<file path="src/rtl/nsr_pkg.sv">
// ----------------------------------------------------------------------------
// nsr_pkg
// Shared widths, register map, reset values and types for the Newton square
// root unit.
// ----------------------------------------------------------------------------
package nsr_pkg;

  // Defaults for the top-level parameters
  localparam int FRAC_BITS_DEF  = 16;
  localparam int DATA_WIDTH_DEF = 32;

  // Fixed field widths
  localparam int RADICAND_W = 32;
  localparam int ROOT_W     = 24;
  localparam int STEPS_W    = 6;
  localparam int TOL_W      = 16;
  localparam int LIMIT_W    = 6;

  localparam logic [ROOT_W-1:0] ROOT_MAX = '1;

  // APB register map: one 32-bit register every 4 bytes
  localparam int APB_DATA_W = 32;
  localparam int APB_ADDR_W = 3;
  localparam int REG_IDX_W  = APB_ADDR_W - 2;

  localparam logic [REG_IDX_W-1:0] REG_TOLERANCE  = 1'b0;
  localparam logic [REG_IDX_W-1:0] REG_ITER_LIMIT = 1'b1;

  localparam logic [TOL_W-1:0]   TOLERANCE_RST  = 16'd7;
  localparam logic [LIMIT_W-1:0] ITER_LIMIT_RST = 6'd32;

  typedef struct packed {
    logic [TOL_W-1:0]   tolerance;
    logic [LIMIT_W-1:0] iteration_limit;
  } cfg_t;

endpackage

</file>
<file path="src/rtl/nsr_cfg_regs.sv">
// ----------------------------------------------------------------------------
// nsr_cfg_regs
// APB register file holding the tolerance and the iteration limit.
// ----------------------------------------------------------------------------
module nsr_cfg_regs (
  input  logic                             clk,
  input  logic                             rst,
  input  logic                             psel,
  input  logic                             penable,
  input  logic                             pwrite,
  input  logic [nsr_pkg::APB_ADDR_W-1:0]   paddr,
  input  logic [nsr_pkg::APB_DATA_W-1:0]   pwdata,
  output logic [nsr_pkg::APB_DATA_W-1:0]   prdata,
  output logic                             pready,
  output nsr_pkg::cfg_t                    cfg
);

  logic [nsr_pkg::REG_IDX_W-1:0] reg_idx;
  logic                          wr_en;

  assign reg_idx = paddr[nsr_pkg::APB_ADDR_W-1:2];
  assign pready  = 1'b1;
  assign wr_en   = psel && penable && pwrite && pready;

  always_ff @(posedge clk) begin
    if (rst) begin
      cfg.tolerance       <= nsr_pkg::TOLERANCE_RST;
      cfg.iteration_limit <= nsr_pkg::ITER_LIMIT_RST;
    end else if (wr_en) begin
      case (reg_idx)
        nsr_pkg::REG_TOLERANCE: begin
          cfg.tolerance <= pwdata[nsr_pkg::TOL_W-1:0];
        end
        nsr_pkg::REG_ITER_LIMIT: begin
          cfg.iteration_limit <= pwdata[nsr_pkg::LIMIT_W-1:0];
        end
        default: begin
        end
      endcase
    end
  end

  always_comb begin
    case (reg_idx)
      nsr_pkg::REG_TOLERANCE:  prdata = nsr_pkg::APB_DATA_W'(cfg.tolerance);
      nsr_pkg::REG_ITER_LIMIT: prdata = nsr_pkg::APB_DATA_W'(cfg.iteration_limit);
      default:                 prdata = '0;
    endcase
  end

endmodule

</file>
<file path="src/rtl/nsr_serial_div.sv">
// ----------------------------------------------------------------------------
// nsr_serial_div
// Bit-serial restoring divider: floor((dividend << FRAC_BITS) / divisor),
// one quotient bit per cycle, saturating to all ones on overflow.
// ----------------------------------------------------------------------------
module nsr_serial_div #(
  parameter  int DATA_WIDTH = nsr_pkg::DATA_WIDTH_DEF,
  parameter  int FRAC_BITS  = nsr_pkg::FRAC_BITS_DEF,
  localparam int TOTAL      = DATA_WIDTH + FRAC_BITS,
  localparam int QW         = (TOTAL > 64) ? 64 : TOTAL
) (
  input  logic                  clk,
  input  logic                  rst,
  input  logic                  start,
  input  logic [DATA_WIDTH-1:0] dividend,
  input  logic [QW-1:0]         divisor,
  output logic                  done,
  output logic [QW-1:0]         quotient
);

  localparam int CW = $clog2(TOTAL + 1);
  localparam int SW = QW + 2;

  logic                  active;
  logic [CW-1:0]         cnt;
  logic [DATA_WIDTH-1:0] num;
  logic [QW-1:0]         rem;
  logic [QW-1:0]         quo;
  logic                  sat;

  logic [QW:0]   rem_sh;
  logic [SW-1:0] trial;
  logic          ge;
  logic [QW-1:0] rem_next;

  // Numerator bits come out MSB first; zeros follow for the fraction shift.
  assign rem_sh   = {rem, num[DATA_WIDTH-1]};
  assign trial    = SW'(rem_sh) - SW'(divisor);
  assign ge       = ~trial[SW-1];
  assign rem_next = ge ? trial[QW-1:0] : rem_sh[QW-1:0];

  always_ff @(posedge clk) begin
    if (rst) begin
      active <= 1'b0;
      done   <= 1'b0;
      cnt    <= '0;
    end else begin
      done <= 1'b0;
      if (start) begin
        active <= 1'b1;
        cnt    <= CW'(TOTAL);
      end else if (active) begin
        cnt <= cnt - CW'(1);
        if (cnt == CW'(1)) begin
          active <= 1'b0;
          done   <= 1'b1;
        end
      end
    end
  end

  always_ff @(posedge clk) begin
    if (start) begin
      num <= dividend;
      rem <= '0;
      quo <= '0;
      sat <= 1'b0;
    end else if (active) begin
      num <= {num[DATA_WIDTH-2:0], 1'b0};
      rem <= rem_next;
      quo <= {quo[QW-2:0], ge};
      sat <= sat | quo[QW-1];
    end
  end

  assign quotient = sat ? '1 : quo;

endmodule

</file>
<file path="src/rtl/newton_square_root_unit.sv">
// ----------------------------------------------------------------------------
// newton_square_root_unit
// Square root of an unsigned fixed-point radicand by Newton (Heron) steps.
// ----------------------------------------------------------------------------
// Usage:
//   A request is taken when start is high and busy is low; radicand is
//   sampled at that edge. Exactly one result per request comes back on
//   root, steps_used and limit_hit, valid for the single cycle in which done
//   is high. The receiver cannot stall, so results must be taken then.
//   busy stays high from a nonzero request until the cycle done is high.
// Sequence:
//   A zero radicand returns straight from idle. Otherwise every Newton step
//   launches the bit-serial divider, which produces one quotient bit per
//   cycle, picks up its quotient, forms the difference of guess and
//   quotient, then runs the check/update that either ends the request or
//   starts the next step.
// Configuration: tolerance at byte address 0, iteration_limit at 4. The
//   user must write them over APB only while idle; the unit does not
//   enforce it. Reset restores 7 and 32 and returns the unit to idle.
// ----------------------------------------------------------------------------
module newton_square_root_unit #(
  parameter int FRAC_BITS  = nsr_pkg::FRAC_BITS_DEF,
  parameter int DATA_WIDTH = nsr_pkg::DATA_WIDTH_DEF
) (
  input  logic                            clk,
  input  logic                            rst,
  input  logic                            start,
  output logic                            busy,
  input  logic [nsr_pkg::RADICAND_W-1:0]  radicand,
  output logic                            done,
  output logic [nsr_pkg::ROOT_W-1:0]      root,
  output logic [nsr_pkg::STEPS_W-1:0]     steps_used,
  output logic                            limit_hit,
  input  logic                            psel,
  input  logic                            penable,
  input  logic                            pwrite,
  input  logic [nsr_pkg::APB_ADDR_W-1:0]  paddr,
  input  logic [nsr_pkg::APB_DATA_W-1:0]  pwdata,
  output logic [nsr_pkg::APB_DATA_W-1:0]  prdata,
  output logic                            pready
);

  localparam int TOTAL = DATA_WIDTH + FRAC_BITS;
  localparam int QW    = (TOTAL > 64) ? 64 : TOTAL;
  localparam int SW    = QW + 1;
  localparam int CMPW  = (QW > nsr_pkg::TOL_W) ? QW : nsr_pkg::TOL_W;
  localparam int GW    = (QW > nsr_pkg::ROOT_W) ? QW : nsr_pkg::ROOT_W;
  localparam int RXW   = (DATA_WIDTH > nsr_pkg::RADICAND_W) ? DATA_WIDTH
                                                            : nsr_pkg::RADICAND_W;

  typedef enum logic [3:0] {
    ST_IDLE  = 4'b0001,
    ST_DIV   = 4'b0010,
    ST_DIFF  = 4'b0100,
    ST_CHECK = 4'b1000
  } state_t;

  state_t                        state;
  nsr_pkg::cfg_t                 cfg;
  logic [DATA_WIDTH-1:0]         rad;
  logic [QW-1:0]                 guess;
  logic [QW-1:0]                 mag;
  logic [nsr_pkg::STEPS_W-1:0]   steps;
  logic                          div_go;
  logic                          div_done;
  logic [QW-1:0]                 quo;

  logic [RXW-1:0]                rad_ext;
  logic [DATA_WIDTH-1:0]         rad_in;
  logic [QW-1:0]                 half;
  logic [QW-1:0]                 guess_init;
  logic [SW-1:0]                 g_minus_q;
  logic [QW-1:0]                 q_minus_g;
  logic [QW-1:0]                 mag_next;
  logic                          converged;
  logic                          limit_reached;
  logic [SW-1:0]                 mean_sum;
  logic [QW-1:0]                 guess_next;
  logic [GW-1:0]                 guess_ext;
  logic [nsr_pkg::ROOT_W-1:0]    root_next;

  nsr_cfg_regs u_cfg (
    .clk     (clk),
    .rst     (rst),
    .psel    (psel),
    .penable (penable),
    .pwrite  (pwrite),
    .paddr   (paddr),
    .pwdata  (pwdata),
    .prdata  (prdata),
    .pready  (pready),
    .cfg     (cfg)
  );

  nsr_serial_div #(
    .DATA_WIDTH (DATA_WIDTH),
    .FRAC_BITS  (FRAC_BITS)
  ) u_div (
    .clk      (clk),
    .rst      (rst),
    .start    (div_go),
    .dividend (rad),
    .divisor  (guess),
    .done     (div_done),
    .quotient (quo)
  );

  assign rad_ext    = RXW'(radicand);
  assign rad_in     = rad_ext[DATA_WIDTH-1:0];
  assign half       = QW'(rad_in >> 1);
  // a guess of zero would divide by zero; bump it to one lsb
  assign guess_init = (half == '0) ? QW'(1) : half;

  assign g_minus_q  = SW'(guess) - SW'(quo);
  assign q_minus_g  = quo - guess;
  assign mag_next   = g_minus_q[SW-1] ? q_minus_g : g_minus_q[QW-1:0];

  assign converged     = CMPW'(mag) <= CMPW'(cfg.tolerance);
  assign limit_reached = steps >= cfg.iteration_limit;

  // mean of guess and quotient without overflow
  assign mean_sum   = SW'(guess >> 1) + SW'(quo >> 1) + SW'(guess[0] & quo[0]);
  assign guess_next = (mean_sum[QW-1:0] == '0) ? QW'(1) : mean_sum[QW-1:0];

  assign guess_ext  = GW'(guess);
  assign root_next  = (guess_ext > GW'(nsr_pkg::ROOT_MAX)) ? nsr_pkg::ROOT_MAX
                                                           : guess_ext[nsr_pkg::ROOT_W-1:0];

  assign busy = (state != ST_IDLE);

  always_ff @(posedge clk) begin
    if (rst) begin
      state  <= ST_IDLE;
      done   <= 1'b0;
      div_go <= 1'b0;
    end else begin
      done   <= 1'b0;
      div_go <= 1'b0;
      case (state)
        ST_IDLE: begin
          if (start) begin
            if (rad_in == '0) begin
              root       <= '0;
              steps_used <= '0;
              limit_hit  <= 1'b0;
              done       <= 1'b1;
            end else begin
              rad    <= rad_in;
              guess  <= guess_init;
              steps  <= '0;
              div_go <= 1'b1;
              state  <= ST_DIV;
            end
          end
        end
        ST_DIV: begin
          if (div_done) begin
            state <= ST_DIFF;
          end
        end
        ST_DIFF: begin
          mag   <= mag_next;
          state <= ST_CHECK;
        end
        ST_CHECK: begin
          if (converged || limit_reached) begin
            root       <= root_next;
            steps_used <= steps;
            limit_hit  <= ~converged;
            done       <= 1'b1;
            state      <= ST_IDLE;
          end else begin
            guess  <= guess_next;
            steps  <= steps + 1'b1;
            div_go <= 1'b1;
            state  <= ST_DIV;
          end
        end
        default: begin
          state <= ST_IDLE;
        end
      endcase
    end
  end

endmodule

</file>
<file path="config.mk">
export PLATFORM = sky130hd
export DESIGN_NAME = newton_square_root_unit
export DESIGN_NICKNAME = d
export VERILOG_FILES = /design/src/rtl/nsr_pkg.sv /design/src/rtl/nsr_cfg_regs.sv /design/src/rtl/nsr_serial_div.sv /design/src/rtl/newton_square_root_unit.sv
export SDC_FILE = /design/constraint.sdc
export NUM_CORES = 1
export LEC_CHECK = 0
export BUFFER_PORTS_ARGS = -buffer_cell sky130_fd_sc_hd__buf_2
export CORE_ASPECT_RATIO = 0.5
export CORE_MARGIN = 3
export CORE_UTILIZATION = 60
export CTS_CLUSTER_DIAMETER = 30
export DETAILED_ROUTE_END_ITERATION = 16
export PLACE_DENSITY = 0.82
export SLEW_MARGIN = 10
export SYNTH_ARGS = -nofsm -noshare
export SYNTH_HDL_FRONTEND = slang
export SYNTH_HIERARCHICAL = 1
export SYNTH_SLANG_ARGS = --single-unit
</file>
<file path="constraint.sdc">
create_clock -name clk -period 11.65 [get_ports clk]
set_clock_uncertainty 0.15 [all_clocks]
set_input_delay 3.495 -clock clk [delete_from_list [all_inputs] [get_ports clk]]
set_output_delay 3.495 -clock clk [all_outputs]
set_load 0.05 [all_outputs]
</file>
==> run summary <==
CTS root buf = clkbuf_16
Crit path max-delay family = buffers and inverters
Final Setup Violations = 0
Mean routed wirelength per cell = 20.1 microns
Crit path DAT = 4.38 ns
Initial antenna violation count = 4
Detail Placement HPWL = 54600 microns
Final Hold Slack = 0.314 ns
Minimum clock period after layout = 8.02 ns
Top-count cell post-synth = nor2_1
Layout cells sized above 1 = 0.115
Top FF cell, synth = edfxtp_1
Library cells used by synthesis = 109
Worst path slowest cell = mux2_2
Hold crit path type = register to register
WL final = 72300 microns
Leak Pwr = 11.4 nW
CP Launch Type = input pin
Port-buffer cells = 103
Postcts setup bufs = 0
Hold Vio Cnt, Final = 0
Placed cells = 3513
DIE HEIGHT = 152 microns
Cell repeated most along the worst path = buf_2
Largest net degree at the start of global routing = 80
VDD IR max = 113 uV
CP peak stage delay = 0.38 ns
Seq/Total Area, Yosys = 0.337
Worst-skew pair later-pin latency = 0.59 ns
Synth Instances = 2971
Layout net count = 3285
CORE AREA = 41200 sq um
Synthesized area per cell = 8.58 sq um
Hold-fix buffers, CTS = 0
Synthesized area = 25500 sq um
CP endpoint kind = primary output
Reg clk slew, reported paths = 0.06 ns
IO Pins = 139
Total iterations of the first detailed-routing run = 8
Layout Cells excl Fill = 3595
Post-synth top cells = nor2_1 (343), a21oi_1 (242), inv_1 (233)
Synth warn = 6
Yosys top cell area share = 0.232
Row cnt = 52
Post-synth ARST share = 0
RSZ-0062 raised after global routing = no
Number of synthesized flops with an enable pin = 197
Final Max Tran Viols = 0
Vias = 22.6k
Crit-path max FO = 19
Die width = 297 microns
Slew @ Worst Pin = 1.22 ns
Critical Setup Path Class = input pin to primary output
DRC Markers = 0
CTS tree = yes
Max Cap Viol = 0
Max Root-Sink Buffers = 3
Buf/Inv on CP = 2
Critical path required time = 8.01 ns
H-tree depth = 2
RD Place Congestion = 1.01
Vias per std cell = 6.28
Outcome = finished, final reports clean
Setup_tns = 0 ns
CTS sink cnt = 330
Fin crit share = 0.688
Global-route wire length before repair = 112000 microns
Overall power = 4.24 mW
Power per Cell Area = 153 nW/um^2
Drt first-iter violations = 2497
Layout area overhead = 8.87%
Die ar. = 45100 sq um
Post-CTS sizing = 0
Maximum operating frequency = 125 MHz
Top cells by area, synth = edfxtp_1 (23%), ha_1 (11%), dfxtp_1 (10%)
Gr ovfl total = 0
Total CTS buffers = 44
Yosys top cell by area = edfxtp_1
Crit path cell chain = buf_2 > mux2_2 > buf_2
Ant. Diodes = 0
Post-route ant nets = 0
Initial cell density of the core = 0.619
Vias in the first global route = 20.6k
Synthesized flop and latch total = 330
Total GRT Usage = 0.308
Slew headroom = 0.185
==> flip-flops by register name (all words and copies together), names as in the netlist, 4 cells and up <==
signal,cells
guess,48
u_div/rem,48
u_div/cnt,6
root,24
steps_used,6
mag,48
state,4
u_cfg/cfg,22
u_div/num,32
rad,32
u_div/quo,48
steps,6
==> per-stage QoR <==
stage	util	setup slack [ns]	area, sq um
after floorplan	-	3.49	25500
after global placement	0.635	3.64	26200
after detailed placement	0.635	3.62	26200
after CTS	0.674	3.62	27700
after global routing	0.674	3.57	27700
final	0.674	3.63	27700
==> layer usage <==
metal / routed length, microns / up-vias / track usage
li1: - / 10600 / -
met1: 30700 / 10700 / 0.418
met5: 52 / - / 0
met4: 1800 / 8 / 0.0814
met3: 7380 / 158 / 0.0653
met2: 32400 / 1098 / 0.504
==> layout make-up <==
class	count	area, sq um
Fill cell	3330	13400
Multi-Input combinational cell	2254	15300
Clock buffer	48	1160
Clock inverter	34	428
Timing Repair Buffer	119	636
Tap cell	567	709
Inverter	243	912
Sequential cell	330	8590
==> worst reg2reg max path: cells and delay by family, from the launching register on <==
kind / cells / cell delay, ns
compound gates: 3 / 0.87
xor+xnor: 1 / 0.19
flops: 1 / 0.30
simple gates: 9 / 3.31
fa+ha+maj: 3 / 1.09
buf+inv: 1 / 0.24
==> cells in the final DEF (no fill, tap or decap), types with 40 or more instances in the layout <==
cell,n
nand2_1,224
mux2_2,40
nor2_1,343
dfxtp_1,131
xnor2_1,104
a21oi_1,241
o21ai_0,118
nor3_1,56
ha_1,215
a21o_1,50
edfxtp_1,197
nand2b_1,64
mux2i_1,94
or2_2,50
clkbuf_16,45
inv_1,233
nor2b_1,41
nor4_1,46
nand4_1,42
buf_2,103
==> logic make-up (layout without fill, tap and decap cells) <==
family,Yosys count,in the layout,synth area share
AO/OA/AOI/OAI,763,763,0.199
XOR/XNOR,137,137,0.0471
adder cells (fa/ha/maj),220,220,0.109
buffers and inverters,402,444,0.0667
flip-flops,330,330,0.337
multiplexers,135,135,0.0550
other,2,17,0.000295
AND/OR/NAND/NOR,982,982,0.186
==> path summary, 6_finish.rpt <==
check,start,to,slack (ns),cells after the start
setup reg to reg,u_div/sat,guess[47],5.28,17
setup / recovery,paddr[2],prdata[1],3.63,3
hold / removal,u_div/done,state[2],0.31,2
hold reg to reg,u_div/done,state[2],0.31,2
==> report_power, final <==
group          internal [mW]  switching [mW]  leakage, nW
clock                  0.825           0.612        0.774
combinational          0.492           0.841         7.76
sequential              1.37           0.101         2.92
(Power assumes the default switching activity.)
